<file path="src/rtl/mrq_pkg.sv">
// Package for the multi-reader ring queue block: field widths, codes,
// controller states and the command and status bundles.
// No dependencies; every other file but mrq_ram imports it.
package mrq_pkg;

    localparam int NUM_QUEUES_DEF    = 8;
    localparam int MAX_DEPTH_DEF     = 16;
    localparam int MAX_CONSUMERS_DEF = 4;

    localparam int FUNC_W      = 2;
    localparam int QIDX_W      = 3;
    localparam int CIDX_W      = 2;
    localparam int SEQ_W       = 16;
    localparam int STATUS_W    = 3;
    localparam int RC_W        = 3;
    localparam int FILL_OUT_W  = 5;
    localparam int CONS_CFG_W  = 3;
    localparam int DEPTH_CFG_W = 5;
    localparam int CFG_DATA_W  = 5;
    localparam int CFG_IDX_W   = 1;

    localparam logic [CONS_CFG_W-1:0]  CONS_RESET  = 3'd3;
    localparam logic [DEPTH_CFG_W-1:0] DEPTH_RESET = 5'd4;

    localparam logic [CFG_IDX_W-1:0] CFG_CONSUMERS = 1'd0;
    localparam logic [CFG_IDX_W-1:0] CFG_DEPTH     = 1'd1;

    localparam logic [FUNC_W-1:0] FUNC_PUSH = 2'd0;
    localparam logic [FUNC_W-1:0] FUNC_READ = 2'd1;

    typedef enum logic [STATUS_W-1:0] {
        ST_PUSHED,
        ST_READ_NEW,
        ST_EMPTY,
        ST_ALREADY,
        ST_OVERFLOW,
        ST_HALTED,
        ST_STOPPED
    } mrq_status_t;

    typedef enum logic [2:0] {
        S_CLEAR,
        S_IDLE,
        S_LOOKUP,
        S_MOD,
        S_SLOTTED,
        S_ENTRY
    } mrq_state_t;

    typedef struct packed {
        logic accept;
        logic clr_step;
        logic mod_start;
        logic mod_step;
        logic slot_from_mod;
        logic rd_entry;
        logic do_push;
        logic do_fail;
        logic do_read;
    } mrq_cmd_t;

    typedef struct packed {
        logic halted;
        logic is_push;
        logic is_stop;
        logic full;
        logic empty;
        logic needs_long;
        logic mod_done;
        logic out_busy;
        logic clear_done;
    } mrq_sts_t;

endpackage

</file>
<file path="src/rtl/mrq_ctrl.sv">
// Controller of the multi-reader ring queue block: sequences clearing, lookup,
// slot remainder, entry read and result hand-off. Depends on mrq_pkg.
module mrq_ctrl import mrq_pkg::*; (
    input  logic     clk,
    input  logic     rst_n,
    input  logic     item_valid,
    output logic     item_ready,
    input  mrq_sts_t sts,
    output mrq_cmd_t cmd
);

    mrq_state_t state_reg;
    mrq_state_t state_next;
    logic       terminal;

    assign terminal = sts.halted || sts.is_stop || (sts.is_push && sts.full)
                      || (!sts.is_push && !sts.is_stop && sts.empty);

    always_ff @(posedge clk or negedge rst_n)
    begin
        if (!rst_n)
        begin
            state_reg <= S_CLEAR;
        end
        else
        begin
            state_reg <= state_next;
        end
    end

    always_comb
    begin
        state_next = state_reg;
        case (state_reg)
            S_CLEAR:
            begin
                if (sts.clear_done)
                begin
                    state_next = S_IDLE;
                end
            end
            S_IDLE:
            begin
                if (item_valid)
                begin
                    state_next = S_LOOKUP;
                end
            end
            S_LOOKUP:
            begin
                if (terminal || (sts.is_push && !sts.needs_long))
                begin
                    if (!sts.out_busy)
                    begin
                        state_next = S_IDLE;
                    end
                end
                else if (sts.needs_long)
                begin
                    state_next = S_MOD;
                end
                else
                begin
                    state_next = S_ENTRY;
                end
            end
            S_MOD:
            begin
                if (sts.mod_done)
                begin
                    state_next = S_SLOTTED;
                end
            end
            S_SLOTTED:
            begin
                if (sts.is_push)
                begin
                    if (!sts.out_busy)
                    begin
                        state_next = S_IDLE;
                    end
                end
                else
                begin
                    state_next = S_ENTRY;
                end
            end
            S_ENTRY:
            begin
                if (!sts.out_busy)
                begin
                    state_next = S_IDLE;
                end
            end
            default:
            begin
                state_next = S_IDLE;
            end
        endcase
    end

    always_comb
    begin
        cmd        = '0;
        item_ready = 1'b0;
        case (state_reg)
            S_CLEAR:
            begin
                cmd.clr_step = 1'b1;
            end
            S_IDLE:
            begin
                item_ready = 1'b1;
                cmd.accept = item_valid;
            end
            S_LOOKUP:
            begin
                if (terminal)
                begin
                    cmd.do_fail = !sts.out_busy;
                end
                else if (sts.needs_long)
                begin
                    cmd.mod_start = 1'b1;
                end
                else if (sts.is_push)
                begin
                    cmd.do_push = !sts.out_busy;
                end
                else
                begin
                    cmd.rd_entry = 1'b1;
                end
            end
            S_MOD:
            begin
                cmd.mod_step = 1'b1;
            end
            S_SLOTTED:
            begin
                cmd.slot_from_mod = 1'b1;
                if (sts.is_push)
                begin
                    cmd.do_push = !sts.out_busy;
                end
                else
                begin
                    cmd.rd_entry = 1'b1;
                end
            end
            S_ENTRY:
            begin
                cmd.do_read = !sts.out_busy;
            end
            default:
            begin
                cmd = '0;
            end
        endcase
    end

endmodule

</file>
<file path="config.mk">
export PLATFORM = sky130hd
export DESIGN_NAME = mrq_ctrl
export DESIGN_NICKNAME = d
export VERILOG_FILES = /design/src/rtl/mrq_pkg.sv /design/src/rtl/mrq_ctrl.sv
export SDC_FILE = /design/constraint.sdc
export NUM_CORES = 1
export LEC_CHECK = 0
export BUFFER_PORTS_ARGS = -buffer_cell sky130_fd_sc_hd__buf_2
export CAP_MARGIN = 5
export CORE_AREA = 4 4 41 43
export CTS_BUF_LIST = sky130_fd_sc_hd__clkbuf_16
export CTS_CLUSTER_SIZE = 24
export DETAILED_ROUTE_END_ITERATION = 6
export DIE_AREA = 0 0 45 47
export SLEW_MARGIN = 20
export SYNTH_ARGS = -nofsm -noshare
export SYNTH_HDL_FRONTEND = slang
export SYNTH_SLANG_ARGS = --single-unit
export TNS_END_PERCENT = 10
</file>
<file path="constraint.sdc">
create_clock -name clk -period 1.3 [get_ports clk]
set_input_delay 0.26 -clock clk [delete_from_list [all_inputs] [get_ports clk]]
set_output_delay 0.26 -clock clk [all_outputs]
set_load 0.005 [all_outputs]
</file>
; Word-level counts from Yosys, hierarchy flattened
; Cells that the tools add are included.
[classes]
n_eq_ne = 8
muxes = 24
reduce_logical = 14
[op_table]
columns = cell, count
row1 = $mux 3, 7
row2 = $pmux 3 s6, 1
row3 = $mux 1, 13
row4 = $eq 3x2->1 const B, 2
row5 = $eq 3x3->1 const B, 2
row6 = $ne 2x2->1 const B, 3
row7 = $logic_and 1x1->1, 4
row8 = $logic_not 1->1, 4
row9 = $logic_or 1x1->1, 4
row10 = $mux 2, 2
row11 = $pmux 2 s2, 1
row12 = $eq 3x1->1 const B, 1
row13 = $logic_not 3->1, 1
row14 = $reduce_and 3->1, 1
[word_totals]
register_bits = 3
input_bits = 12
output_inout_bits = 10
wordCells = 47

; Logic depth before layout (Yosys ltp)
; Gate-level depths: netlist (run 1).
[depth]
ltp_word = 7
mapped_depth = 5
depth_no_buf = 4

; Worst setup path before layout (run 1)
; No wires, ideal clock.
[synth_timing]
path_type = reg2out
start = register state_reg[0]
end = output cmd[2] in the netlist's numbering
arrival_time_ns = 1.078
path_slack_ns = -0.038
stages_incl_launch_ff = 6
cell_sequence = dfrtp_1 -> buf_2 -> nor3b_2 -> nand4b_1 -> o21ai_1 -> and3b_1
[synth_rtl]
columns = element, line_no
row1 = start: declaration, mrq_ctrl.sv:12  ; mrq_state_t state_reg;
row2 = start signal: assignment, mrq_ctrl.sv:27  ; state_reg <= state_next;
row3 = end: declaration, mrq_ctrl.sv:9  ; output mrq_cmd_t cmd

==> results.md, run 1 <==
- P per Cell Area: approximately 2100 nW/um^2
- Final setup viols: 10
- Max Freq: slightly above 600 MHz
- Core region area: 1301 um^2
- Worst-path fanout max: 2
- Placed Cells: 95
- Commonest cells after routing, fill and taps aside: buf_2, buf_4, nand2_1
- Final Hold Fails: 0
- Slew HR: 0.7999
- Synth Warn #: 0
- Max Transition Viols Final: 0
- Worst setup SP type: flip-flop
- DR WL/cell: roughly 12 um
- FILL cells: between 100 and 150
- ANT cells: 0
- I/O Pins: 22
- Hold endpoint: state_reg[0]
- First-pass GRT wire length: 1.932 mm
- HPWL reported at the end of detailed placement: 944.6 um
- Worst R2R Start: state_reg[0]
- Initial DRC Count: 4
- Clock net sink count: 3
- Clock Path Buffers: 2
- Switch share: 0.3623
- Share of layout cells above drive strength 1: 0.6000
- EDFF count, synth: 0
- Post-synthesis sequential area ratio: 0.1869
- Worst hold slack: 0.3280 ns
- RSZ-0062 raised after global routing: true
- GR Util met1: 0.1572
- Setup CP Type: reg -> out
- Number of remaining DRC errors: 0
- CTS tree: built
- Post-Route Skew: ~0.0021 ns
- Arrival time at the worst endpoint: ~1.4 ns
- Placer Congestion: 0.7672
- Clk pwr share: 0.320
- Internal: ~0.95 mW
- Port bufs: 21
- NetSw: around 0.54 mW
- VDD IR max: roughly 1000 uV
- GRT Max-Usage Layer: met2
- Design area: between 700 and 800 um^2
- Worst R2R Setup Slack: approximately 0.01 ns
- Initial antenna violation count: 0
- GR Layer Usage met3: 0.05747
- Mapped cell area: roughly 400 um^2
- Drt total wl: 1.227 mm
- Min-delay src: sts[0]
- Num CTS Buffers: 3
- Overall Global Routing Usage: 0.1241
- Period utilization: 1.256
- Syn Inst Count: 52
- Post-CTS setup buffer count: 0
- Std-Cell Rows: 13
- NumNets Final: 98
- Async set-reset flop share out of synthesis: 1.000
- Routed vias: approximately 510
- Final ANT Viol Nets: 0
- Register bit total from synthesis: 3
- Commonest non-fill, non-tap cell in the layout: buf_2
- Post-Syn Area per Cell: about 7.7 um^2
- Layout overhead on the synthesized area: 79.75%
- HP Class: in -> reg
- GR Overflow Total: 0
- Final WS setup: -0.3322 ns
- Yosys cell types: 34
- Failing checks: setup timing
- Static Leak: roughly 0.35 nW
- Period minus WS final: roughly 1.6 ns
- Die height: around 47 um
- Met2 Use GR: 0.1977
- Die W: around 45 um
- Syn nets: 64
- Status: finished with violations
- Clk root buf: clkbuf_16
- Final Power: approximately 1.5 mW
- Clock transition at the registers of the reported paths: roughly 0.030 ns
- Sequential share of power: 0.109
- Worst-skew pair later-pin latency: 0.22 ns
- H-tree depth: 1
- TritonRoute pass-1 iters: 4
- Die area: roughly 2100 um^2
- Largest register FFs: 3
- Vias per inst: between 5 and 6
- Initial core utilization: 0.3087
- CP Data Required Time: 1.04 ns
- RR Endpoint: state_reg[0]
- Max-cap viol count: 0
- Logic pwr share: 0.571
- Worst slew pin tran: roughly 0.30 ns
- DP Area: approximately 580 um^2
- Fin util: 0.5548
- Reg2Reg Depth: 6
- Vias in the first global route: roughly 480
- Most used DFF post-synth: dfrtp_1
- Largest net degree at the start of global routing: 14
- Non-Filler Instances: 100
- CP Capture Type: primary output
- Hold depth: 3
[power by group through the flow]
stage	clock network, mW	logic (mW)	registers (mW)
global route	0.498	0.933	0.164
global placement	0	0.708	0.156
finish	0.475	0.850	0.162
CTS	0.490	0.770	0.159
detailed placement	0	0.707	0.158
floorplan	0	0.433	0.153
[worst max path at each step]
stage,endpoint,start,slack [ns]
4_1_cts,cmd[2],state_reg[2],-0.35
3_3_place_gp,cmd[2],state_reg[2],-0.08
3_5_place_dp,cmd[2],state_reg[2],-0.11
2_1_floorplan,cmd[2],state_reg[0],-0.01
5_1_grt,cmd[2],state_reg[0],-0.44
6_report,cmd[2],state_reg[0],-0.33
[Yosys cell counts (2+ instances only)]
cell | n | area (um^2)
a21oi_1 | 2 | 10.01
buf_2 | 2 | 10.01
dfrtp_1 | 3 | 75.07
inv_1 | 2 | 7.510
inv_2 | 2 | 7.510
nand2_1 | 5 | 18.77
nand3_1 | 3 | 15.01
nand4_1 | 2 | 12.51
nor2_1 | 3 | 11.26
nor3_1 | 3 | 15.01
o21bai_1 | 2 | 15.01
[repair_timing]
action,in CTS,in global routing
setup endpoints to repair,11,12
hold buffers,1,0
endpoints found under the hold margin,3,0
pin swaps,0,6
gates resized for setup,6,8
cloned,0,0
[area by class of cell]
| cell class | instances | area, um^2 | share of cell area |
|---|---|---|---|
| tap | 15 | 18.77 | 0.02600 |
| sequential | 3 | 75.07 | 0.1040 |
| clock inverter | 1 | 3.754 | 0.005199 |
| clock buffer | 3 | 75.07 | 0.1040 |
| inverter | 4 | 20.02 | 0.02773 |
| multi-input combinational | 41 | 324.1 | 0.4489 |
| timing repair buffer | 33 | 205.2 | 0.2842 |
[metal layers]
layer | wire, um | up-vias
li1 | - | 264
met1 | 539 | 229
met2 | 617 | 13
met3 | 70 | 0
met4 | 0 | 0
met5 | 0 | -
[critical path, stage by stage, from the launching register on]
cell,delay [ns]
dfrtp_1,0.38
nor3b_2,0.24
nand4b_1,0.15
o21ai_1,0.12
and3b_1,0.15
buf_2,0.10
[per-stage QoR]
step           setup WS, ns  setup TNS, ns
4_1_cts             -0.3458         -1.989
5_1_grt             -0.4433         -2.576
3_3_place_gp       -0.08070        -0.1314
3_5_place_dp        -0.1067        -0.1445
6_report            -0.3322         -1.706
2_1_floorplan      -0.01052       -0.01052
[cell families (layout without fill, tap and decap cells)]
group / Yosys count / count (layout) / share of synthesized area
and+or+nand+nor: 24 / 24 / 0.3707
AOI/OAI and AO/OA: 16 / 16 / 0.3084
buffers and inverters: 8 / 41 / 0.1091
DFF: 3 / 3 / 0.1869
muxes: 1 / 1 / 0.02492
(Power assumes the default switching activity.)
==> inputs of run 2 (changes only) <==
==> constraint.sdc (replaced) <==
create_clock -name clk -period 2 [get_ports clk]
set_input_delay 0.4 -clock clk [delete_from_list [all_inputs] [get_ports clk]]
set_output_delay 0.4 -clock clk [all_outputs]
set_load 0.005 [all_outputs]
==> run 2 against run 1 <==
The flow now finishes without violations. Die area stayed put. Global-route usage fell by 0.78 points. Critical endpoint unchanged. First-iteration DRC count increased by 50%. Combinational power decreased by 65%. Non-clock buffer count decreased by 11. Total power fell by 48%. Via count fell by 8.9%. Clock-buffer cell count did not move. Sequential power down 2%. Flip-flop and latch count is the same.
==> results.md, run 2 (synthesis gave the netlist of run 1 again) <==
- DR WL/cell: 12.16 um (was 12.27 um)
- Initial antenna violation count: 0 (unchanged)
- Worst-skew pair later-pin latency: 0.23 ns (was 0.22 ns)
- Num CTS Buffers: 3 (unchanged)
- Crit-path cells: nor3b_2 > nand4b_1 > o21ai_1 > and3b_1 > buf_2 (unchanged)
- Post-Route Skew: 0.005287 ns (was 0.002149 ns)
- Drt total wl: 1.082 mm (was 1.227 mm)
- Final setup viols: 0 (was 10)
- Worst hold slack: 0.4254 ns (was 0.3280 ns)
- Max Freq: ~540 MHz
- Crit path buf inv count: 1 (unchanged)
- CP top delay family: simple AND/OR/NAND/NOR gates (unchanged)
- Worst slew pin tran: 0.3057 ns (was 0.3001 ns)
- Die area: 2115 um^2 (unchanged)
- Slowest CP cell: dfrtp_1 (unchanged)
- Number of remaining DRC errors: 0 (unchanged)
- Clk pwr share: 0.411 (was 0.320)
- Clock transition at the registers of the reported paths: 0.03 ns (about the same)
- Internal: 0.4911 mW (was 0.9485 mW)
- Clock net sink count: 3 (unchanged)
- GR Overflow Total: 0 (unchanged)
- Largest register FFs: 3 (unchanged)
- Die height: 47 um (unchanged)
- VDD IR max: 823.3 uV (was 1007 uV)
- NetSw: 0.2797 mW (was 0.5389 mW)
- Share of layout cells above drive strength 1: 0.4459 (was 0.6000)
- Post-CTS setup buffer count: 0 (unchanged)
- Port bufs: 21 (unchanged)
- Std-Cell Rows: 13 (unchanged)
- HP Class: in -> reg (unchanged)
- NumNets Final: 87 (was 98)
- Layout overhead on the synthesized area: 46.42% (was 79.75%)
- Final ANT Viol Nets: 0 (unchanged)
- Max-cap viol count: 0 (unchanged)
- Design area: 588.1 um^2 (was 721.9 um^2)
- Fin Setup TNS: 0 ns (was -1.706 ns)
- Final Power: 0.7708 mW (was 1.487 mW)
- P per Cell Area: 1311 nW/um^2 (was 2060 nW/um^2)
- I/O Pins: 22 (unchanged)
- Die W: 45 um (unchanged)
- First-pass GRT wire length: 1.725 mm (was 1.932 mm)
- Arrival time at the worst endpoint: 1.45 ns (was 1.37 ns)
- Setup CP Type: reg -> out (unchanged)
- Final WS setup: 0.1501 ns (was -0.3322 ns)
- Final Hold Fails: 0 (unchanged)
- Worst setup SP type: flip-flop (unchanged)
- Register area: 77.57 um^2 (was 75.07 um^2)
- Placer Congestion: 0.7179 (was 0.7672)
- Worst-path fanout max: 8 (was 2)
- Slowest Stage Delay on Critical Path: 0.46 ns (was 0.38 ns)
- Initial DRC Count: 6 (was 4)
- Overall Global Routing Usage: 0.1163 (was 0.1241)
- Clk root buf: clkbuf_16 (unchanged)
- Commonest cells after routing, fill and taps aside: buf_2, nand2_1 (was buf_2, buf_4, nand2_1)
- Switch share: 0.3628 (was 0.3623)
- Area occupied by multi-input gates: 282.8 um^2 (was 324.1 um^2)
- Routed vias: 461 (was 506)
- Initial core utilization: 0.3087 (unchanged)
- Core region area: 1301 um^2 (unchanged)
- Sequential share of power: 0.205 (was 0.109)
- Static Leak: 0.2871 nW (was 0.3505 nW)
- Commonest non-fill, non-tap cell in the layout: buf_2 (unchanged)
- Status: completed (was finished with violations)
- Logic pwr share: 0.384 (was 0.571)
- Max Transition Viols Final: 0 (unchanged)
- HPWL reported at the end of detailed placement: 820 um (was 944.6 um)
- Vias in the first global route: 399 (was 475)
- FILL cells: 139 (was 135)
- DP Area: 496.7 um^2 (was 579.3 um^2)
- TritonRoute pass-1 iters: 4 (unchanged)
- Slew HR: 0.7962 (was 0.7999)
- CTS tree: built (unchanged)
- Vias per inst: 5.180 (was 5.060)
- H-tree depth: 1 (unchanged)
- Largest net degree at the start of global routing: 15 (was 14)
- Clock Path Buffers: 2 (unchanged)
- CP Data Required Time: 1.60 ns (was 1.04 ns)
- Place WS: 0.3382 ns (was -0.1067 ns)
- RSZ-0062 raised after global routing: false (was true)
- Period utilization: 0.9249
- CP Capture Type: primary output (unchanged)
- ANT cells: 0 (unchanged)
- Period minus WS final: 1.850 ns
## run 2: cell count changes in the layout (fill, tap and decap cells not counted), moves of 2 or more
cell and delta:
inv_2 +2, inv_4 -2, dfrtp_1 -2, nor2_1 +2
buf_4 -9, nor3_1 +3, buf_6 -2, nor3_2 -3
dfrtp_2 +2
## run 2: final cells by class
cell class	count	share of cell area
multi-input cells	41	0.4809
inverters	4	0.02553
clock inverters	1	0.006383
well taps	15	0.03191
repair buffers	22	0.1957
flip-flops and latches	3	0.1319
clock buffers	3	0.1277
## run 2: through the flow
| stage | instances | utilization |
|---|---|---|
| final | 89 | 0.4519 |
| after CTS | 89 | 0.4500 |
| after global routing | 89 | 0.4519 |
| after floorplan | 52 | - |
| after global placement | 84 | 0.3817 |
| after detailed placement | 84 | 0.3817 |
## run 2: path summary, 6_finish.rpt
| check | start | cells past startpoint | end | slack, ns |
|---|---|---|---|---|
| setup / recovery | state_reg[0] | 5 | cmd[2] | 0.15 |
| hold / removal | sts[0] | 3 | state_reg[0] | 0.43 |
| setup reg to reg | state_reg[0] | 4 | state_reg[1] | 0.77 |
| hold reg to reg | state_reg[2] | 1 | state_reg[1] | 0.57 |
| max in group asynchronous | rst_n | 2 | state_reg[2] | 1.38 |
| min in group asynchronous | rst_n | 2 | state_reg[1] | 0.50 |
## run 2: what timing repair did
action                                 in CTS  in global routing
setup endpoints to repair                   0                  1
hold buffers                                1                  0
endpoints found under the hold margin       3                  0
gates resized for setup                     0                  2
## run 2: tightest hold or removal path, delay by kind of cell
family / cells / cell delay, ns
AOI/OAI and AO/OA: 1 / 0.05
buffers and inverters: 2 / 0.14
## run 2: power by group through the flow
stage	Clock [mW]	Sequential (mW)	Combinational (mW)
floorplan	0	0.0969	0.269
global placement	0	0.153	0.297
detailed placement	0	0.153	0.296
CTS	0.327	0.153	0.300
global route	0.329	0.167	0.337
finish	0.317	0.158	0.296
## run 2: layer usage
layer | share of wire | routed length [um] | vias to the layer above | global-route usage
met5 | 0 | 0 | - | 0
met4 | 0.015 | 16 | 0 | 0.05263
met3 | 0.053 | 57 | 2 | 0.04598
met2 | 0.50 | 539 | 11 | 0.1808
met1 | 0.43 | 470 | 205 | 0.1416
li1 | - | - | 243 | -
==> inputs of run 3 (changes only) <==
==> constraint.sdc (replaced) <==
create_clock -name clk -period 2 [get_ports clk]
set_input_delay 0.4 -clock clk [delete_from_list [all_inputs] [get_ports clk]]
set_output_delay 0.4 -clock clk [all_outputs]
set_load 0.1 [all_outputs]
==> run 3 against run 2 <==
Global-route usage increased by 3.3 points. Design area up 37%. Combinational power increased to 3.2 times the previous value.
==> results.md, run 3 (synthesis gave the netlist of run 1 again) <==
- Port bufs: 21 (unchanged)
- TritonRoute pass-1 iters: 4 (unchanged)
- Worst R2R Setup Slack: 0.71 ns (was 0.77 ns)
- CP Capture Type: primary output (unchanged)
- Clk root buf: clkbuf_16 (unchanged)
- Start point of the critical path: state_reg[0] (unchanged)
- Setup CP Type: reg -> out (unchanged)
- NumNets Final: 95 (was 87)
- Number of remaining DRC errors: 0 (unchanged)
- HP Class: in -> reg (unchanged)
- Worst hold slack: 0.4220 ns (was 0.4254 ns)
- RSZ-0062 raised after global routing: true (was false)
- Max Freq: 503.9 MHz (was 540.6 MHz)
- Max-cap viol count: 0 (unchanged)
- Slew HR: 0.6785 (was 0.7962)
- Reg2Reg Depth: 4 (unchanged)
- Initial core utilization: 0.3087 (unchanged)
- Period minus WS final: 1.985 ns (was 1.850 ns)
- Final Hold Fails: 0 (unchanged)
- P per Cell Area: 1713 nW/um^2 (was 1311 nW/um^2)
- Fin util: 0.6202 (was 0.4519)
- HPWL reported at the end of detailed placement: 1.041 mm (was 820 um)
- Period utilization: 0.9923 (was 0.9249)
- Clock transition at the registers of the reported paths: 0.03 ns (about the same)
- GR Overflow Total: 0 (unchanged)
- Worst slew pin tran: 0.4857 ns (was 0.3057 ns)
- Die W: 45 um (unchanged)
- VDD IR max: 856.8 uV (was 823.3 uV)
- Share of layout cells above drive strength 1: 0.6098 (was 0.4459)
- H-tree depth: 1 (unchanged)
- Drt total wl: 1.431 mm (was 1.082 mm)
- Final ANT Viol Nets: 0 (unchanged)
- Post-Route Skew: 0.0005381 ns (was 0.005287 ns)
- First-pass GRT wire length: 2.394 mm (was 1.725 mm)
- Fin Setup TNS: 0 ns (unchanged)
- Core region area: 1301 um^2 (unchanged)
- FILL cells: 110 (was 139)
- Crit path to: cmd[3] (was cmd[2])
- Die area: 2115 um^2 (unchanged)
- Routed vias: 538 (was 461)
- Overall Global Routing Usage: 0.1496 (was 0.1163)
- Std-Cell Rows: 13 (unchanged)
- Clock Path Buffers: 2 (unchanged)
- Initial DRC Count: 9 (was 6)
- Layout overhead on the synthesized area: 100.9% (was 46.42%)
- Commonest non-fill, non-tap cell in the layout: buf_2 (unchanged)
- Initial antenna violation count: 0 (unchanged)
- Worst-path fanout max: 7 (was 8)
- RR Endpoint: state_reg[1] (unchanged)
- Status: completed (unchanged)
- Num CTS Buffers: 3 (unchanged)
- Worst-skew pair later-pin latency: 0.22 ns (was 0.23 ns)
- DR WL/cell: 14.75 um (was 12.16 um)
- CP Data Required Time: 1.60 ns (about the same)
- CTS tree: built (unchanged)
- Final setup viols: 0 (unchanged)
- Largest register FFs: 3 (unchanged)
- Worst R2R Start: state_reg[0] (unchanged)
- Arrival time at the worst endpoint: 1.58 ns (was 1.45 ns)
- I/O Pins: 22 (unchanged)
- Static Leak: 0.3528 nW (was 0.2871 nW)
- ANT cells: 0 (unchanged)
- Clock net sink count: 3 (unchanged)
- Commonest cells after routing, fill and taps aside: buf_2, buf_4, buf_12, nand2_1 (was buf_2, nand2_1)
- Max Transition Viols Final: 0 (unchanged)
- Worst setup SP type: flip-flop (unchanged)
- Die height: 47 um (unchanged)
- Vias in the first global route: 536 (was 399)
- Vias per inst: 5.546 (was 5.180)
- Placer Congestion: 0.8235 (was 0.7179)
- Largest net degree at the start of global routing: 10 (was 15)
-- run 3: cell count changes in the layout (fill, tap and decap cells not counted), moves of 2 or more --
cell / before / now
buf_12: 0 / 7
nor3_2: 0 / 3
nor2_2: 0 / 2
nor2_1: 3 / 1
nor3_1: 3 / 0
buf_2: 21 / 14
buf_4: 0 / 8
-- run 3: how the worst min path moves through the flow --
| stage | startpoint | endpoint | slack, ns | depth (start not counted) |
|---|---|---|---|---|
| 2_1_floorplan | rst_n | state_reg[0] | 0.10 | 0 |
| 3_3_place_gp | rst_n | state_reg[1] | 0.20 | 1 |
| 3_5_place_dp | rst_n | state_reg[1] | 0.20 | 1 |
| 4_1_cts | sts[0] | state_reg[0] | 0.42 | 3 |
| 5_1_grt | sts[0] | state_reg[0] | 0.44 | 3 |
| 6_report | sts[0] | state_reg[0] | 0.42 | 3 |
-- run 3: worst max-delay path, stage by stage, from the launching register on --
cell and delay (ns):
dfrtp_2 0.46, nor3b_2 0.21, nand4b_1 0.15, buf_4 0.16, a21oi_2 0.18, buf_12 0.20
-- run 3: through the flow --
step | worst slack (ns) | power, mW | std cells | instance area [um^2]
final | 0.01545 | 1.382 | 97 | 807.0
after global routing | -0.06412 | 1.445 | 97 | 807.0
after CTS | 0.01601 | 1.328 | 94 | 778.2
after detailed placement | 0.1460 | 1.006 | 88 | 680.7
after global placement | 0.1808 | 0.9894 | 88 | 680.7
after floorplan | -0.2026 | 0.7950 | 52 | 450.4
-- run 3: timing repair --
action	4_1_cts	5_1_grt
gates resized for setup	1	3
hold buffers	1	0
endpoints found under the setup margin	1	3
pin swaps	2	2
endpoints found under the hold margin	3	0
buffers inserted	1	3
-- run 3: metal layers --
| layer | wire, um | GRT usage |
|---|---|---|
| met5 | 0 | 0 |
| met4 | 34 | 0.03509 |
| met3 | 55 | 0.02299 |
| met2 | 691 | 0.2542 |
| met1 | 649 | 0.1991 |
-- run 3: where the power goes --
| group | internal (mW) | switching, mW |
|---|---|---|
| logic | 0.293 | 0.650 |
| registers | 0.0889 | 0.0403 |
| clock network | 0.258 | 0.0533 |
-- run 3: area by class of cell --
class | count | area [um^2] | share of cell area
clock buffers | 3 | 75.07 | 0.09302
clock inverters | 1 | 3.754 | 0.004651
inverters | 4 | 15.01 | 0.01860
multi-input cells | 41 | 337.8 | 0.4186
flip-flops and latches | 3 | 76.32 | 0.09457
well taps | 15 | 18.77 | 0.02326
repair buffers | 30 | 280.3 | 0.3473
