## config.mk

```make
export PLATFORM = sky130hd
export DESIGN_NAME = mrq_datapath
export DESIGN_NICKNAME = d
export VERILOG_FILES = /design/src/rtl/mrq_pkg.sv /design/src/rtl/mrq_ram.sv /design/src/rtl/mrq_datapath.sv
export SDC_FILE = /design/constraint.sdc
export NUM_CORES = 2
export LEC_CHECK = 0
export BUFFER_PORTS_ARGS = -buffer_cell sky130_fd_sc_hd__buf_2
export CORE_AREA = 2 2 462 464
export DETAILED_ROUTE_END_ITERATION = 10
export DIE_AREA = 0 0 464 466
export PLACE_DENSITY = 0.75
export SLEW_MARGIN = 20
export SYNTH_ARGS = -nofsm -noshare
export SYNTH_HDL_FRONTEND = slang
export SYNTH_SLANG_ARGS = --single-unit
```

## constraint.sdc

```tcl
create_clock -name clk -period 14.1 [get_ports clk]
set_input_delay 2.82 -clock clk [delete_from_list [all_inputs] [get_ports clk]]
set_output_delay 2.82 -clock clk [all_outputs]
set_load 0.005 [all_outputs]
```

## src/rtl/mrq_pkg.sv

```systemverilog
// Package for the multi-reader ring queue block: field widths, codes,
// controller states and the command and status bundles.
// No dependencies; every other file but mrq_ram imports it.
package mrq_pkg;

    localparam int NUM_QUEUES_DEF    = 8;
    localparam int MAX_DEPTH_DEF     = 16;
    localparam int MAX_CONSUMERS_DEF = 4;

    localparam int FUNC_W      = 2;
    localparam int QIDX_W      = 3;
    localparam int CIDX_W      = 2;
    localparam int SEQ_W       = 16;
    localparam int STATUS_W    = 3;
    localparam int RC_W        = 3;
    localparam int FILL_OUT_W  = 5;
    localparam int CONS_CFG_W  = 3;
    localparam int DEPTH_CFG_W = 5;
    localparam int CFG_DATA_W  = 5;
    localparam int CFG_IDX_W   = 1;

    localparam logic [CONS_CFG_W-1:0]  CONS_RESET  = 3'd3;
    localparam logic [DEPTH_CFG_W-1:0] DEPTH_RESET = 5'd4;

    localparam logic [CFG_IDX_W-1:0] CFG_CONSUMERS = 1'd0;
    localparam logic [CFG_IDX_W-1:0] CFG_DEPTH     = 1'd1;

    localparam logic [FUNC_W-1:0] FUNC_PUSH = 2'd0;
    localparam logic [FUNC_W-1:0] FUNC_READ = 2'd1;

    typedef enum logic [STATUS_W-1:0] {
        ST_PUSHED,
        ST_READ_NEW,
        ST_EMPTY,
        ST_ALREADY,
        ST_OVERFLOW,
        ST_HALTED,
        ST_STOPPED
    } mrq_status_t;

    typedef enum logic [2:0] {
        S_CLEAR,
        S_IDLE,
        S_LOOKUP,
        S_MOD,
        S_SLOTTED,
        S_ENTRY
    } mrq_state_t;

    typedef struct packed {
        logic accept;
        logic clr_step;
        logic mod_start;
        logic mod_step;
        logic slot_from_mod;
        logic rd_entry;
        logic do_push;
        logic do_fail;
        logic do_read;
    } mrq_cmd_t;

    typedef struct packed {
        logic halted;
        logic is_push;
        logic is_stop;
        logic full;
        logic empty;
        logic needs_long;
        logic mod_done;
        logic out_busy;
        logic clear_done;
    } mrq_sts_t;

endpackage

```

## src/rtl/mrq_ram.sv

```systemverilog
// Generic simple dual-port RAM: one write port, one read port with registered data.
// No dependencies.
module mrq_ram #(
    parameter int WIDTH = 8,
    parameter int DEPTH = 16
) (
    input  logic                                   clk,
    input  logic                                   we,
    input  logic [$clog2(DEPTH > 1 ? DEPTH : 2)-1:0] waddr,
    input  logic [WIDTH-1:0]                       wdata,
    input  logic                                   re,
    input  logic [$clog2(DEPTH > 1 ? DEPTH : 2)-1:0] raddr,
    output logic [WIDTH-1:0]                       rdata
);

    logic [WIDTH-1:0] mem_reg [DEPTH];
    logic [WIDTH-1:0] rdata_reg;

    always_ff @(posedge clk)
    begin
        if (we)
        begin
            mem_reg[waddr] <= wdata;
        end
        if (re)
        begin
            rdata_reg <= mem_reg[raddr];
        end
    end

    assign rdata = rdata_reg;

endmodule

```

## src/rtl/mrq_datapath.sv

```systemverilog
// Datapath of the multi-reader ring queue block: configuration registers, queue,
// entry and last-seen memories, slot remainder unit and result register.
// Depends on mrq_pkg and mrq_ram.
module mrq_datapath import mrq_pkg::*; #(
    parameter int NUM_QUEUES    = NUM_QUEUES_DEF,
    parameter int MAX_DEPTH     = MAX_DEPTH_DEF,
    parameter int MAX_CONSUMERS = MAX_CONSUMERS_DEF
) (
    input  logic                   clk,
    input  logic                   rst_n,
    input  logic                   cfg_wr_en,
    input  logic [CFG_IDX_W-1:0]   cfg_index,
    input  logic [CFG_DATA_W-1:0]  cfg_data,
    input  logic [FUNC_W-1:0]      func,
    input  logic [QIDX_W-1:0]      queue_index,
    input  logic [CIDX_W-1:0]      consumer_index,
    input  logic [SEQ_W-1:0]       seq_value,
    input  mrq_cmd_t               cmd,
    output mrq_sts_t               sts,
    output logic                   result_valid,
    input  logic                   result_ready,
    output logic [STATUS_W-1:0]    status,
    output logic [SEQ_W-1:0]       seq_out,
    output logic [RC_W-1:0]        read_count,
    output logic                   removed,
    output logic [FILL_OUT_W-1:0]  queue_fill
);

    localparam int Q_W      = NUM_QUEUES > 1 ? $clog2(NUM_QUEUES) : 1;
    localparam int HEAD_W   = MAX_DEPTH > 1 ? $clog2(MAX_DEPTH) : 1;
    localparam int FILL_W   = $clog2(MAX_DEPTH + 1);
    localparam int SUM_W    = $clog2(2 * MAX_DEPTH) > 0 ? $clog2(2 * MAX_DEPTH) : 1;
    localparam int MCNT_W   = $clog2(SUM_W + 1);
    localparam int QR_W     = HEAD_W + FILL_W;
    localparam int LS_DEPTH = NUM_QUEUES * MAX_CONSUMERS;
    localparam int LS_AW    = LS_DEPTH > 1 ? $clog2(LS_DEPTH) : 1;
    localparam int LS_W     = SEQ_W + 1;
    localparam int EN_DEPTH = NUM_QUEUES * MAX_DEPTH;
    localparam int EN_AW    = EN_DEPTH > 1 ? $clog2(EN_DEPTH) : 1;
    localparam int EN_W     = SEQ_W + RC_W;

    logic [CONS_CFG_W-1:0]  cons_reg, cons_next;
    logic [DEPTH_CFG_W-1:0] depth_reg, depth_next;
    logic                   halted_reg, halted_next;
    logic [LS_AW-1:0]       clr_cnt_reg, clr_cnt_next;
    logic [MCNT_W-1:0]      mod_cnt_reg, mod_cnt_next;
    logic [SUM_W-1:0]       mod_val_reg, mod_val_next;
    logic [SUM_W-1:0]       mod_rem_reg, mod_rem_next;
    logic [HEAD_W-1:0]      slot_reg, slot_next;
    logic [FUNC_W-1:0]      func_reg, func_next;
    logic [Q_W-1:0]         q_reg, q_next;
    logic [CIDX_W-1:0]      c_reg, c_next;
    logic [SEQ_W-1:0]       seq_reg, seq_next;
    logic                   res_valid_reg, res_valid_next;
    logic [STATUS_W-1:0]    res_status_reg, res_status_next;
    logic [SEQ_W-1:0]       res_seq_reg, res_seq_next;
    logic [RC_W-1:0]        res_rc_reg, res_rc_next;
    logic                   res_removed_reg, res_removed_next;
    logic [FILL_OUT_W-1:0]  res_fill_reg, res_fill_next;

    int                     q_v;
    int                     c_v;
    int                     dep_v;
    int                     cons_v;
    logic [FILL_W-1:0]      depth_eff;
    logic [RC_W-1:0]        cons_eff;

    logic [QR_W-1:0]        q_rdata, q_wdata;
    logic [Q_W-1:0]         q_raddr, q_waddr;
    logic                   q_we;
    logic [LS_W-1:0]        ls_rdata, ls_wdata;
    logic [LS_AW-1:0]       ls_raddr, ls_waddr;
    logic                   ls_we;
    logic [EN_W-1:0]        en_rdata, en_wdata;
    logic [EN_AW-1:0]       en_raddr, en_waddr, en_push_addr, en_read_addr;
    logic                   en_we;

    logic [HEAD_W-1:0]      q_head;
    logic [FILL_W-1:0]      q_fill;
    logic [FILL_W-1:0]      fill_inc;
    logic                   is_push;
    logic                   is_stop;
    logic [SUM_W-1:0]       sum_a;
    logic [SUM_W-1:0]       sum_d;
    logic [SUM_W-1:0]       sum_sub;
    logic [HEAD_W-1:0]      slot_fast;
    logic                   needs_long;
    logic [HEAD_W-1:0]      slot_sel;
    logic [SUM_W-1:0]       rem_sh;

    logic [SEQ_W-1:0]       en_seq;
    logic [RC_W-1:0]        en_reads;
    logic [RC_W-1:0]        reads_n;
    logic                   seen;
    logic                   pop;
    logic                   new_read;
    logic [FILL_W-1:0]      slot_inc;
    logic [HEAD_W-1:0]      head_new;
    logic [FILL_W-1:0]      fill_new;
    logic [FILL_W-1:0]      res_fill_src;
    logic [31:0]            fill_wide;

    always_comb
    begin
        q_v = int'(queue_index);
        for (int i = 0; i < (1 << QIDX_W) - 1; i++)
        begin
            if (q_v >= NUM_QUEUES)
            begin
                q_v = q_v - NUM_QUEUES;
            end
        end
        c_v = int'(consumer_index);
        for (int i = 0; i < (1 << CIDX_W) - 1; i++)
        begin
            if (c_v >= MAX_CONSUMERS)
            begin
                c_v = c_v - MAX_CONSUMERS;
            end
        end
    end

    always_comb
    begin
        dep_v = int'(depth_reg);
        if (dep_v == 0)
        begin
            dep_v = 1;
        end
        else if (dep_v > MAX_DEPTH)
        begin
            dep_v = MAX_DEPTH;
        end
        cons_v = int'(cons_reg);
        if (cons_v == 0)
        begin
            cons_v = 1;
        end
        else if (cons_v > MAX_CONSUMERS)
        begin
            cons_v = MAX_CONSUMERS;
        end
        depth_eff = FILL_W'(dep_v);
        cons_eff  = RC_W'(cons_v);
    end

    assign q_head   = q_rdata[QR_W-1:FILL_W];
    assign q_fill   = q_rdata[FILL_W-1:0];
    assign fill_inc = q_fill + FILL_W'(1);
    assign is_push  = (func_reg == FUNC_PUSH);
    assign is_stop  = (func_reg != FUNC_PUSH) && (func_reg != FUNC_READ);

    always_comb
    begin
        sum_a      = SUM_W'(q_head) + (is_push ? SUM_W'(q_fill) : SUM_W'(0));
        sum_d      = SUM_W'(depth_eff);
        sum_sub    = sum_a - sum_d;
        needs_long = 1'b0;
        if (sum_a < sum_d)
        begin
            slot_fast = HEAD_W'(sum_a);
        end
        else if (sum_sub < sum_d)
        begin
            slot_fast = HEAD_W'(sum_sub);
        end
        else
        begin
            slot_fast  = '0;
            needs_long = 1'b1;
        end
    end

    assign slot_sel = cmd.slot_from_mod ? HEAD_W'(mod_rem_reg) : slot_fast;

    always_comb
    begin
        rem_sh = SUM_W'({mod_rem_reg, mod_val_reg[SUM_W-1]});
        if (rem_sh >= sum_d)
        begin
            rem_sh = rem_sh - sum_d;
        end
    end

    assign en_seq   = en_rdata[EN_W-1:RC_W];
    assign en_reads = en_rdata[RC_W-1:0];
    assign reads_n  = (&en_reads) ? en_reads : en_reads + RC_W'(1);
    assign seen     = ls_rdata[SEQ_W] && (ls_rdata[SEQ_W-1:0] == en_seq);
    assign pop      = (reads_n >= cons_eff);
    assign new_read = cmd.do_read && !seen;
    assign slot_inc = FILL_W'(slot_reg) + FILL_W'(1);
    assign head_new = pop ? ((slot_inc == depth_eff) ? '0 : HEAD_W'(slot_inc)) : q_head;
    assign fill_new = pop ? q_fill - FILL_W'(1) : q_fill;

    assign en_push_addr = EN_AW'(int'(q_reg) * MAX_DEPTH + int'(slot_sel));
    assign en_read_addr = EN_AW'(int'(q_reg) * MAX_DEPTH + int'(slot_reg));
    assign en_raddr     = en_push_addr;
    assign en_we        = cmd.do_push || new_read;
    assign en_waddr     = cmd.do_push ? en_push_addr : en_read_addr;
    assign en_wdata     = cmd.do_push ? {seq_reg, RC_W'(0)} : {en_seq, reads_n};

    assign q_raddr = Q_W'(q_v);
    assign q_we    = (cmd.clr_step && (int'(clr_cnt_reg) < NUM_QUEUES))
                     || cmd.do_push || new_read;
    assign q_waddr = cmd.clr_step ? Q_W'(clr_cnt_reg) : q_reg;

    always_comb
    begin
        if (cmd.clr_step)
        begin
            q_wdata = '0;
        end
        else if (cmd.do_push)
        begin
            q_wdata = {q_head, fill_inc};
        end
        else
        begin
            q_wdata = {head_new, fill_new};
        end
    end

    assign ls_raddr = LS_AW'(q_v * MAX_CONSUMERS + c_v);
    assign ls_we    = cmd.clr_step || new_read;
    assign ls_waddr = cmd.clr_step ? clr_cnt_reg
                                   : LS_AW'(int'(q_reg) * MAX_CONSUMERS + int'(c_reg));
    assign ls_wdata = cmd.clr_step ? '0 : {1'b1, en_seq};

    mrq_ram #(.WIDTH(QR_W), .DEPTH(NUM_QUEUES)) u_queue_ram (
        .clk   (clk),
        .we    (q_we),
        .waddr (q_waddr),
        .wdata (q_wdata),
        .re    (cmd.accept),
        .raddr (q_raddr),
        .rdata (q_rdata)
    );

    mrq_ram #(.WIDTH(LS_W), .DEPTH(LS_DEPTH)) u_seen_ram (
        .clk   (clk),
        .we    (ls_we),
        .waddr (ls_waddr),
        .wdata (ls_wdata),
        .re    (cmd.accept),
        .raddr (ls_raddr),
        .rdata (ls_rdata)
    );

    mrq_ram #(.WIDTH(EN_W), .DEPTH(EN_DEPTH)) u_entry_ram (
        .clk   (clk),
        .we    (en_we),
        .waddr (en_waddr),
        .wdata (en_wdata),
        .re    (cmd.rd_entry),
        .raddr (en_raddr),
        .rdata (en_rdata)
    );

    always_comb
    begin
        cons_next  = cons_reg;
        depth_next = depth_reg;
        if (cfg_wr_en)
        begin
            case (cfg_index)
                CFG_CONSUMERS: cons_next  = cfg_data[CONS_CFG_W-1:0];
                CFG_DEPTH:     depth_next = cfg_data[DEPTH_CFG_W-1:0];
                default:       cons_next  = cons_reg;
            endcase
        end
    end

    always_comb
    begin
        halted_next  = halted_reg || (cmd.do_fail && (is_stop || is_push));
        clr_cnt_next = cmd.clr_step ? clr_cnt_reg + LS_AW'(1) : clr_cnt_reg;
        mod_cnt_next = mod_cnt_reg;
        mod_val_next = mod_val_reg;
        mod_rem_next = mod_rem_reg;
        if (cmd.mod_start)
        begin
            mod_cnt_next = MCNT_W'(SUM_W);
            mod_val_next = sum_a;
            mod_rem_next = '0;
        end
        else if (cmd.mod_step)
        begin
            mod_cnt_next = mod_cnt_reg - MCNT_W'(1);
            mod_val_next = mod_val_reg << 1;
            mod_rem_next = rem_sh;
        end
        slot_next = cmd.rd_entry ? slot_sel : slot_reg;
        func_next = cmd.accept ? func : func_reg;
        q_next    = cmd.accept ? Q_W'(q_v) : q_reg;
        c_next    = cmd.accept ? CIDX_W'(c_v) : c_reg;
        seq_next  = cmd.accept ? seq_value : seq_reg;
    end

    always_comb
    begin
        res_valid_next   = res_valid_reg && !result_ready;
        res_status_next  = res_status_reg;
        res_seq_next     = res_seq_reg;
        res_rc_next      = res_rc_reg;
        res_removed_next = res_removed_reg;
        res_fill_src     = q_fill;
        if (cmd.do_fail)
        begin
            res_valid_next   = 1'b1;
            res_seq_next     = '0;
            res_rc_next      = '0;
            res_removed_next = 1'b0;
            if (halted_reg)
            begin
                res_status_next = ST_HALTED;
            end
            else if (is_stop)
            begin
                res_status_next = ST_STOPPED;
            end
            else if (is_push)
            begin
                res_status_next = ST_OVERFLOW;
            end
            else
            begin
                res_status_next = ST_EMPTY;
            end
        end
        else if (cmd.do_push)
        begin
            res_valid_next   = 1'b1;
            res_status_next  = ST_PUSHED;
            res_seq_next     = '0;
            res_rc_next      = '0;
            res_removed_next = 1'b0;
            res_fill_src     = fill_inc;
        end
        else if (cmd.do_read)
        begin
            res_valid_next = 1'b1;
            res_seq_next   = en_seq;
            if (seen)
            begin
                res_status_next  = ST_ALREADY;
                res_rc_next      = en_reads;
                res_removed_next = 1'b0;
            end
            else
            begin
                res_status_next  = ST_READ_NEW;
                res_rc_next      = reads_n;
                res_removed_next = pop;
                res_fill_src     = fill_new;
            end
        end
        fill_wide     = 32'(res_fill_src);
        res_fill_next = (cmd.do_fail || cmd.do_push || cmd.do_read)
                        ? fill_wide[FILL_OUT_W-1:0] : res_fill_reg;
    end

    always_ff @(posedge clk or negedge rst_n)
    begin
        if (!rst_n)
        begin
            cons_reg      <= CONS_RESET;
            depth_reg     <= DEPTH_RESET;
            halted_reg    <= 1'b0;
            clr_cnt_reg   <= '0;
            mod_cnt_reg   <= '0;
            res_valid_reg <= 1'b0;
        end
        else
        begin
            cons_reg      <= cons_next;
            depth_reg     <= depth_next;
            halted_reg    <= halted_next;
            clr_cnt_reg   <= clr_cnt_next;
            mod_cnt_reg   <= mod_cnt_next;
            res_valid_reg <= res_valid_next;
        end
    end

    always_ff @(posedge clk)
    begin
        mod_val_reg     <= mod_val_next;
        mod_rem_reg     <= mod_rem_next;
        slot_reg        <= slot_next;
        func_reg        <= func_next;
        q_reg           <= q_next;
        c_reg           <= c_next;
        seq_reg         <= seq_next;
        res_status_reg  <= res_status_next;
        res_seq_reg     <= res_seq_next;
        res_rc_reg      <= res_rc_next;
        res_removed_reg <= res_removed_next;
        res_fill_reg    <= res_fill_next;
    end

    assign sts.halted     = halted_reg;
    assign sts.is_push    = is_push;
    assign sts.is_stop    = is_stop;
    assign sts.full       = (q_fill >= depth_eff);
    assign sts.empty      = (q_fill == '0);
    assign sts.needs_long = needs_long;
    assign sts.mod_done   = (mod_cnt_reg == MCNT_W'(1));
    assign sts.out_busy   = res_valid_reg && !result_ready;
    assign sts.clear_done = (int'(clr_cnt_reg) == LS_DEPTH - 1);

    assign result_valid = res_valid_reg;
    assign status       = res_status_reg;
    assign seq_out      = res_seq_reg;
    assign read_count   = res_rc_reg;
    assign removed      = res_removed_reg;
    assign queue_fill   = res_fill_reg;

endmodule

```

== Word level (Yosys, flattened, before mapping) ==
Memory sizes are Yosys's and may differ from the RTL's. A register that Yosys moved wholly into a read port is not among the register bits.
Index checks and enable logic that the tools add are counted.

* $add $sub $neg: 13
* Muxes and demuxes: 48
* Order comparisons: 8
* Equal/unequal tests: 5
* Reductions and logical operators: 27
* Bitwise operators: 1

{| class="wikitable"
|+ Operator list
! cell !! count
|-
| 2-to-1 mux 5 bit || 11
|-
| 2-to-1 mux 3 bit || 13
|-
| 2-to-1 mux 4 bit || 6
|-
| 2-to-1 mux 19 bit || 1
|-
| 2-to-1 mux 9 bit || 2
|-
| 2-to-1 mux 17 bit || 1
|-
| == test 16 bit || 1
|-
| adder 7 x 4 -> 7 bit || 2
|-
| 2-to-1 mux 1 bit || 12
|-
| adder 5 x 1 -> 5 bit, second input constant || 2
|-
| adder 5 x 2 -> 5 bit || 2
|-
| >= comparator 5 bit || 2
|-
| zero test 5 bit || 2
|-
| < comparator 5 bit || 2
|-
| logical OR 1 bit || 8
|-
| 2-to-1 mux 7 bit || 1
|-
| logical AND 1 bit || 6
|-
| adder 4 x 1 -> 5 bit, second input constant || 1
|-
| adder 4 x 5 -> 5 bit || 1
|-
| == test 5 x 1 -> 1 bit, second input constant || 1
|-
| == test 5 bit || 1
|-
| > comparator 5 bit, second input constant || 1
|-
| < comparator 5 x 4 -> 1 bit, second input constant || 1
|-
| subtractor 5 x 1 -> 5 bit, second input constant || 1
|-
| 18 further kinds || 21
|}

* Word-level logic and storage cells: 123
* Register bits after elaboration: 82
* Bits of input ports: 42
* Memory bits (writable): 3048
* Memories: 3
* Output and inout port bits: 38

{| class="wikitable"
|+ Memories
! memory !! depth !! width !! rd ports !! clocked after memory_dff !! wr ports !! RTL line !! RTL
|-
| u_entry_ram.mem_reg || 128 || 19 || 1 || 1 || 1 || mrq_ram.sv:16 || <nowiki>logic [WIDTH-1:0] mem_reg [DEPTH];</nowiki>
|-
| u_seen_ram.mem_reg || 32 || 17 || 1 || 1 || 1 || mrq_ram.sv:16 ||
|-
| u_queue_ram.mem_reg || 8 || 9 || 1 || 1 || 1 || mrq_ram.sv:16 ||
|}

== Depth between registers and ports, before layout ==
* Word-level depth: 10
* Depth in mapped cells: 28
* Gate-level depth less buffers: 23

== Cells and area by module ==
Synthesis repeated with hierarchy kept, for this count alone.

* Cell total of the unflattened synthesis: 5494
* Area, all modules: 123562.3 um^2

{| class="wikitable"
|+ By module, submodules not included
! module !! area an instance (um^2) !! cells an instance !! times used !! seq. area each (um^2)
|-
| mrq_ram (u_entry_ram) || 93328.3 || 3631 || 1 || 73600.6
|-
| mrq_ram (u_seen_ram) || 21907.3 || 1212 || 1 || 16846.2
|-
| mrq_datapath || 5217.5 || 525 || 1 || 2135.8
|-
| mrq_ram (u_queue_ram) || 3109.2 || 126 || 1 || 2432.3
|}

== Worst setup path before layout ==
OpenSTA, ideal clock, no wires.

* Path type: input-to-reg
* Start: input port cmd[2] in the netlist's numbering
* End: memory u_entry_ram.mem_reg[0][2] in the netlist's numbering (data pin)
* Setup slack: 6.469 ns
* Setup time: 0.832 ns
* Data required time: 13.268 ns
* Arrival: 6.799 ns
* Path buffers: 4
* Stages on the path: 5
* Path through: clkbuf_1 clkbuf_1 buf_1 clkbuf_1 nor2b_1

* Word-level cells in the longest chain between the ends: 1

{| class="wikitable"
|+ RTL lines
! element !! RTL line !! RTL
|-
| from (decl) || mrq_datapath.sv:18 || <nowiki>input mrq_cmd_t cmd,</nowiki>
|-
| 2-to-1 mux 19 bit || mrq_datapath.sv:200 || <nowiki>assign en_wdata = cmd.do_push ? {seq_reg, RC_W'(0)} : {en_seq, reads_n};</nowiki>
|-
| named net en_wdata[2] || mrq_datapath.sv:74 || <nowiki>logic [EN_W-1:0] en_rdata, en_wdata;</nowiki>
|-
| to (decl) || mrq_ram.sv:16 ||
|}

The timed path passes the listed nets, and every way through them passes these cells.

== Final worst setup path ==
* Start: register u_queue_ram.rdata_reg[0] (netlist: u_queue_ram.rdata[0]) (read register of u_queue_ram.mem_reg)
* End: register u_entry_ram.rdata_reg[12] (netlist: u_entry_ram.rdata[12]) (read register of u_entry_ram.mem_reg) (data pin)

* Word-level cells in the longest chain between the ends: 8
* Elaborated cells on any way between the ends: 9
* Those cells by class: add/sub (3); order compare (2); mux (4)

{| class="wikitable"
|+ RTL lines
! element !! RTL line !! RTL
|-
| from (decl) || mrq_ram.sv:17 || <nowiki>logic [WIDTH-1:0] rdata_reg;</nowiki>
|-
| 2-to-1 mux 5 bit * || mrq_datapath.sv:155 || <nowiki>sum_a = SUM_W'(q_head) + (is_push ? SUM_W'(q_fill) : SUM_W'(0));</nowiki>
|-
| adder 4 x 5 -> 5 bit * || mrq_datapath.sv:155 ||
|-
| subtractor 5 bit || mrq_datapath.sv:157 || <nowiki>sum_sub = sum_a - sum_d;</nowiki>
|-
| < comparator 5 bit || mrq_datapath.sv:163 || <nowiki>else if (sum_sub < sum_d)</nowiki>
|-
| 2-to-1 mux 4 bit || mrq_datapath.sv:163 ||
|-
| 2-to-1 mux 4 bit * || mrq_datapath.sv:159 || <nowiki>if (sum_a < sum_d)</nowiki>
|-
| 2-to-1 mux 4 bit * || mrq_datapath.sv:174 || <nowiki>assign slot_sel = cmd.slot_from_mod ? HEAD_W'(mod_rem_reg) : slot_fast;</nowiki>
|-
| adder 7 x 4 -> 7 bit * || mrq_datapath.sv:195 || <nowiki>assign en_push_addr = EN_AW'(int'(q_reg) * MAX_DEPTH + int'(slot_sel));</nowiki>
|-
| to (decl) || mrq_ram.sv:17 ||
|}

Mark *: on every way between the ends. The rest lies on a longest branch, timed or not.
A chain may end at the register's enable or synchronous reset.

==> out/results.txt <==
The flow ran to the end, and the final reports show no timing, DRC or antenna violations. In this run, the number of DRC markers left after iteration 0 of detailed routing was 14400. The register with the most flip-flops in the layout has 2432 of them. The tools report the root buffer selected by CTS as clkbuf_16. The die covers 0.216 mm².

The iteration count of the initial detailed-routing pass came out at 8. The initial core utilization was 59.8%. The type of the tightest min-delay check was reg2reg. For the number of hold buffers added after CTS, the log shows 0.

The critical path launch point type is a flip-flop. The post-synthesis cell count is 8247, and the worst hold path depth is 1. The maximum ir drop on the vdd rail is 0.182 mV, and the synthesized flop and latch total is 3175.

The setup fix buffers added after clock tree synthesis is 0, and the count of distinct cell types in the synthesized netlist is 84. For the post-layout instance area, the log shows 0.141 mm². Clock edge transition at the registers on the reported setup and hold paths: 60 ps. The global placer's final weighted congestion came out at 0.966.

The clock reaches the later pin of the worst-skew pair after 960 ps. Power spread over the standard cell area amounts to 201 mW/mm². In this run, placement finished with an instance count of 10900. The area of the placeable core is 0.211 mm². Summing every instance area after synthesis gives 0.126 mm². The logs give 14880 ps for the required arrival time at the worst endpoint and 3175 for the number of clock sinks.

Summing all placed instances gives a cell area of 0.131 mm². The finished layout holds 11500 standard cells, fillers aside. The clock network accounts for 29.3% of the total power. Across every metal layer, demand over resource in global routing totals 35.2%.

The analysis attributes to cell leakage a power of 47.2 nW. The number of enable-type register cells in the synthesized netlist was 3133; the HPWL after detailed placement was 215000 µm. The tool flagged a number of max-cap violations equal to 0. Per report_power, the sequential group accounts for 41.6% of the total. The final period utilization came out at 66.1%. The highest clock frequency the design can meet is 107 MHz, and the remaining antenna violation count is 0.

From synthesis to final layout, the design area changed by 11.8%. The post-route minimum period works out to 9320 ps. The number of pins with negative max-slew slack in the final report was 0.

A synthesized cell averages 15.3 µm². Fraction of registers with async set/reset: 0.567%. The number of hold-slack violations in the final timing report was 0. TritonCTS built the clock tree.

The total wire length is 386000 µm. The layout filler cell count was 13500; the vertical die dimension was 466 µm. The net count of the finished layout is 8503, and the share of power burned in combinational logic is 29.1%. The number of clock buffers added by TritonCTS is 326. The critical path is of the reg2reg type.

Via count of the first global-routing pass: 76000. The run gives 0 as the final-report setup violation count. Cells with a size suffix above 1 make up 14.8% of the layout. The commonest register cell after synthesis is edfxtp_1. The pin count of the biggest net entering global routing is 152. For the worst setup path, the data arrival time is 10100 ps. The run gives 0 as the final routed DRC violation total. The die is 464 µm wide. The average vias per placed instance came out at 6.95.

The net switching share of the total power is 35.3%. Cells fill 66.8% of the core in the end. The worst-case clock skew came out at 81.7 ps.

Internal power comes to 18.3 mW. Overall power consumption after layout is estimated at 28.3 mW. The total global routing overflow is 0, and the cell row count is 169. For the pin with the worst max-slew slack, the measured transition is 1310 ps. The first global-routing pass estimated 545000 µm of wire. Number of antenna violations at the first check in global routing: 29.

The top fanout value on the critical path came out at 130. STA classifies the critical path endpoint as a flip-flop. Number of ports placed on the die boundary: 80. Sum of negative setup slack: 0 ps. For this run, the number of Yosys warnings is 0.

The number of cells traversed by the worst register-to-register path was 24; the number of vias in the routed layout was 79800. The longest clock path from root to sink contains 4 buffers. The run gives 12.0% as the headroom to the max-slew limit.

The net switching component of the power came out at 10.0 mW. The number of I/O port buffers is 79. Number of levels the H-tree was split into: 5. Total nets after synthesis: 8326. The sequential fraction of the synthesis area was 75.3%; the total of cells resized after clock tree synthesis was 0. After detailed routing, the average wire length per cell comes to 33.6 µm. Setup repair after global routing left no endpoint under its margin.
cells by family after synthesis:
logic type | Yosys count | synth area share (%)
flops | 3175 | 75.3
simple gates | 2675 | 9.17
compound gates | 1149 | 6.06
mux | 609 | 6.76
buf+inv | 558 | 2.04
xor+xnor | 44 | 0.322
fa+ha+maj | 37 | 0.385
placed cells by master (no fill, tap or decap), types with 16 or more instances in the layout:
cell type / Yosys / routed
a221oi_1: 18 / 18
dfxtp_1: 24 / 24
o211ai_1: 22 / 22
nor2_4: 0 / 22
edfxtp_1: 3133 / 3133
bufinv_16: 0 / 23
nand2_1: 1554 / 1554
and3_1: 161 / 161
o221ai_1: 61 / 61
xnor2_1: 34 / 34
clkbuf_16: 0 / 338
nor2_1: 267 / 113
a32oi_1: 29 / 29
mux2_4: 0 / 16
nor2_2: 2 / 134
a311oi_1: 18 / 17
a211oi_1: 161 / 161
nand4_1: 53 / 53
clkbuf_1: 188 / 60
o22ai_1: 107 / 107
buf_2: 222 / 78
nor4_1: 43 / 31
nor3_1: 73 / 66
a22o_1: 21 / 21
nand3_1: 438 / 438
clkinv_1: 1 / 77
mux2i_1: 355 / 355
a2111oi_0: 31 / 29
inv_1: 29 / 28
o21ai_0: 65 / 65
buf_4: 40 / 281
nand2b_1: 16 / 16
a31oi_1: 184 / 184
clkinv_2: 0 / 46
nor2b_4: 0 / 18
mux4_2: 188 / 188
ha_1: 34 / 34
a22oi_1: 40 / 40
mux2_2: 66 / 50
a21oi_1: 309 / 309
per-stage QoR:
step                hold slack, ps  setup slack (ps)
floorplan                      466              6470
global placement               457              5050
detailed placement             472              5130
CTS                            494              5130
global route                   524              4590
finish                         510              4780
cells in the mapped netlist, drive strengths merged, types with 5 or more instances:
library cell  count  area share, %
a21oi           310            1.2
a211oi          161           0.96
or3               5          0.025
o31ai            10          0.059
xor2              8          0.056
dfrtp            15           0.30
o211ai           23           0.14
nor4             43           0.21
o22ai           107           0.53
buf             336            1.4
xnor2            35           0.25
and3            161           0.80
nor2b            30           0.15
a22o             21           0.15
a41oi             5          0.035
dfxtp            24           0.38
edfxtp         3133             75
o2111ai          11          0.076
nand2b           16          0.079
nand4            53           0.26
and2             12          0.059
mux2i           355            2.8
a31oi           184           0.91
a22oi            40           0.24
o41ai             5          0.035
a21o             11          0.065
inv              33           0.10
nor3             77           0.32
o221ai           62           0.44
mux2             66           0.59
nor2            269           0.80
a221oi           18           0.12
o21ai            67           0.27
clkbuf          188           0.56
nand3           439            1.7
a2111oi          31           0.22
nand2          1556            4.6
a32oi            29           0.20
mux4            188            3.4
a311oi           18           0.12
ha               34           0.34
layout make-up:
cell class,count,area [µm²],share of cell area [%]
Multi-Input combinational cell,4514,29600,20.9
Timing Repair Buffer,373,2760,1.95
Antenna cell,10,25.0,0.0177
Clock buffer,400,8710,6.17
Tap cell,2821,3530,2.50
Clock inverter,160,1340,0.948
Sequential cell,3175,95000,67.3
Inverter,34,159,0.113
worst paths after layout:
path | startpoint | to | slack, ps
setup / recovery | u_queue_ram.rdata[0] | u_entry_ram.rdata[12] | 4780
hold / removal | seq_out[7] | seq_out[7] | 510
setup reg to reg | u_queue_ram.rdata[0] | u_entry_ram.rdata[12] | 4780
hold reg to reg | seq_out[7] | seq_out[7] | 510
max in group asynchronous | rst_n | cons_reg[0] | 11940
min in group asynchronous | rst_n | depth_reg[1] | 1820
critical path, cell delays in order, from the launching register on:
cell       delay (ps)
edfxtp_1          460
inv_1             240
nor3_1            100
ha_1              230
fa_1              700
ha_1              290
nor2b_1           120
o22ai_1           280
and2_1            190
xnor3_1           160
inv_1              50
ha_1              290
o2111ai_1         210
a41oi_1           280
o31a_2            640
and2_4            680
buf_4             660
buf_4             800
buf_12            520
nand2_1           110
nand3_1           100
o21ai_0           140
a211oi_1          980
a311oi_2          360
nand4_1           220
power groups by stage:
| stage | sequential [mW] | combinational (mW) | clock [mW] |
|---|---|---|---|
| CTS | 11.7 | 7.88 | 8.29 |
| global route | 11.8 | 8.47 | 8.65 |
| finish | 11.8 | 8.25 | 8.29 |
| global placement | 11.9 | 7.64 | 0 |
| floorplan | 11.8 | 4.68 | 0 |
| detailed placement | 11.9 | 7.82 | 0 |
metal layers:
| metal | routed length, µm | vias up | track usage (%) |
|---|---|---|---|
| met5 | 118 | - | 0 |
| met4 | 26000 | 18 | 20.1 |
| met2 | 173000 | 6803 | 52.9 |
| li1 | - | 32200 | - |
| met1 | 129000 | 39500 | 45.8 |
| met3 | 56800 | 1359 | 10.8 |
(Power assumes the default switching activity.)
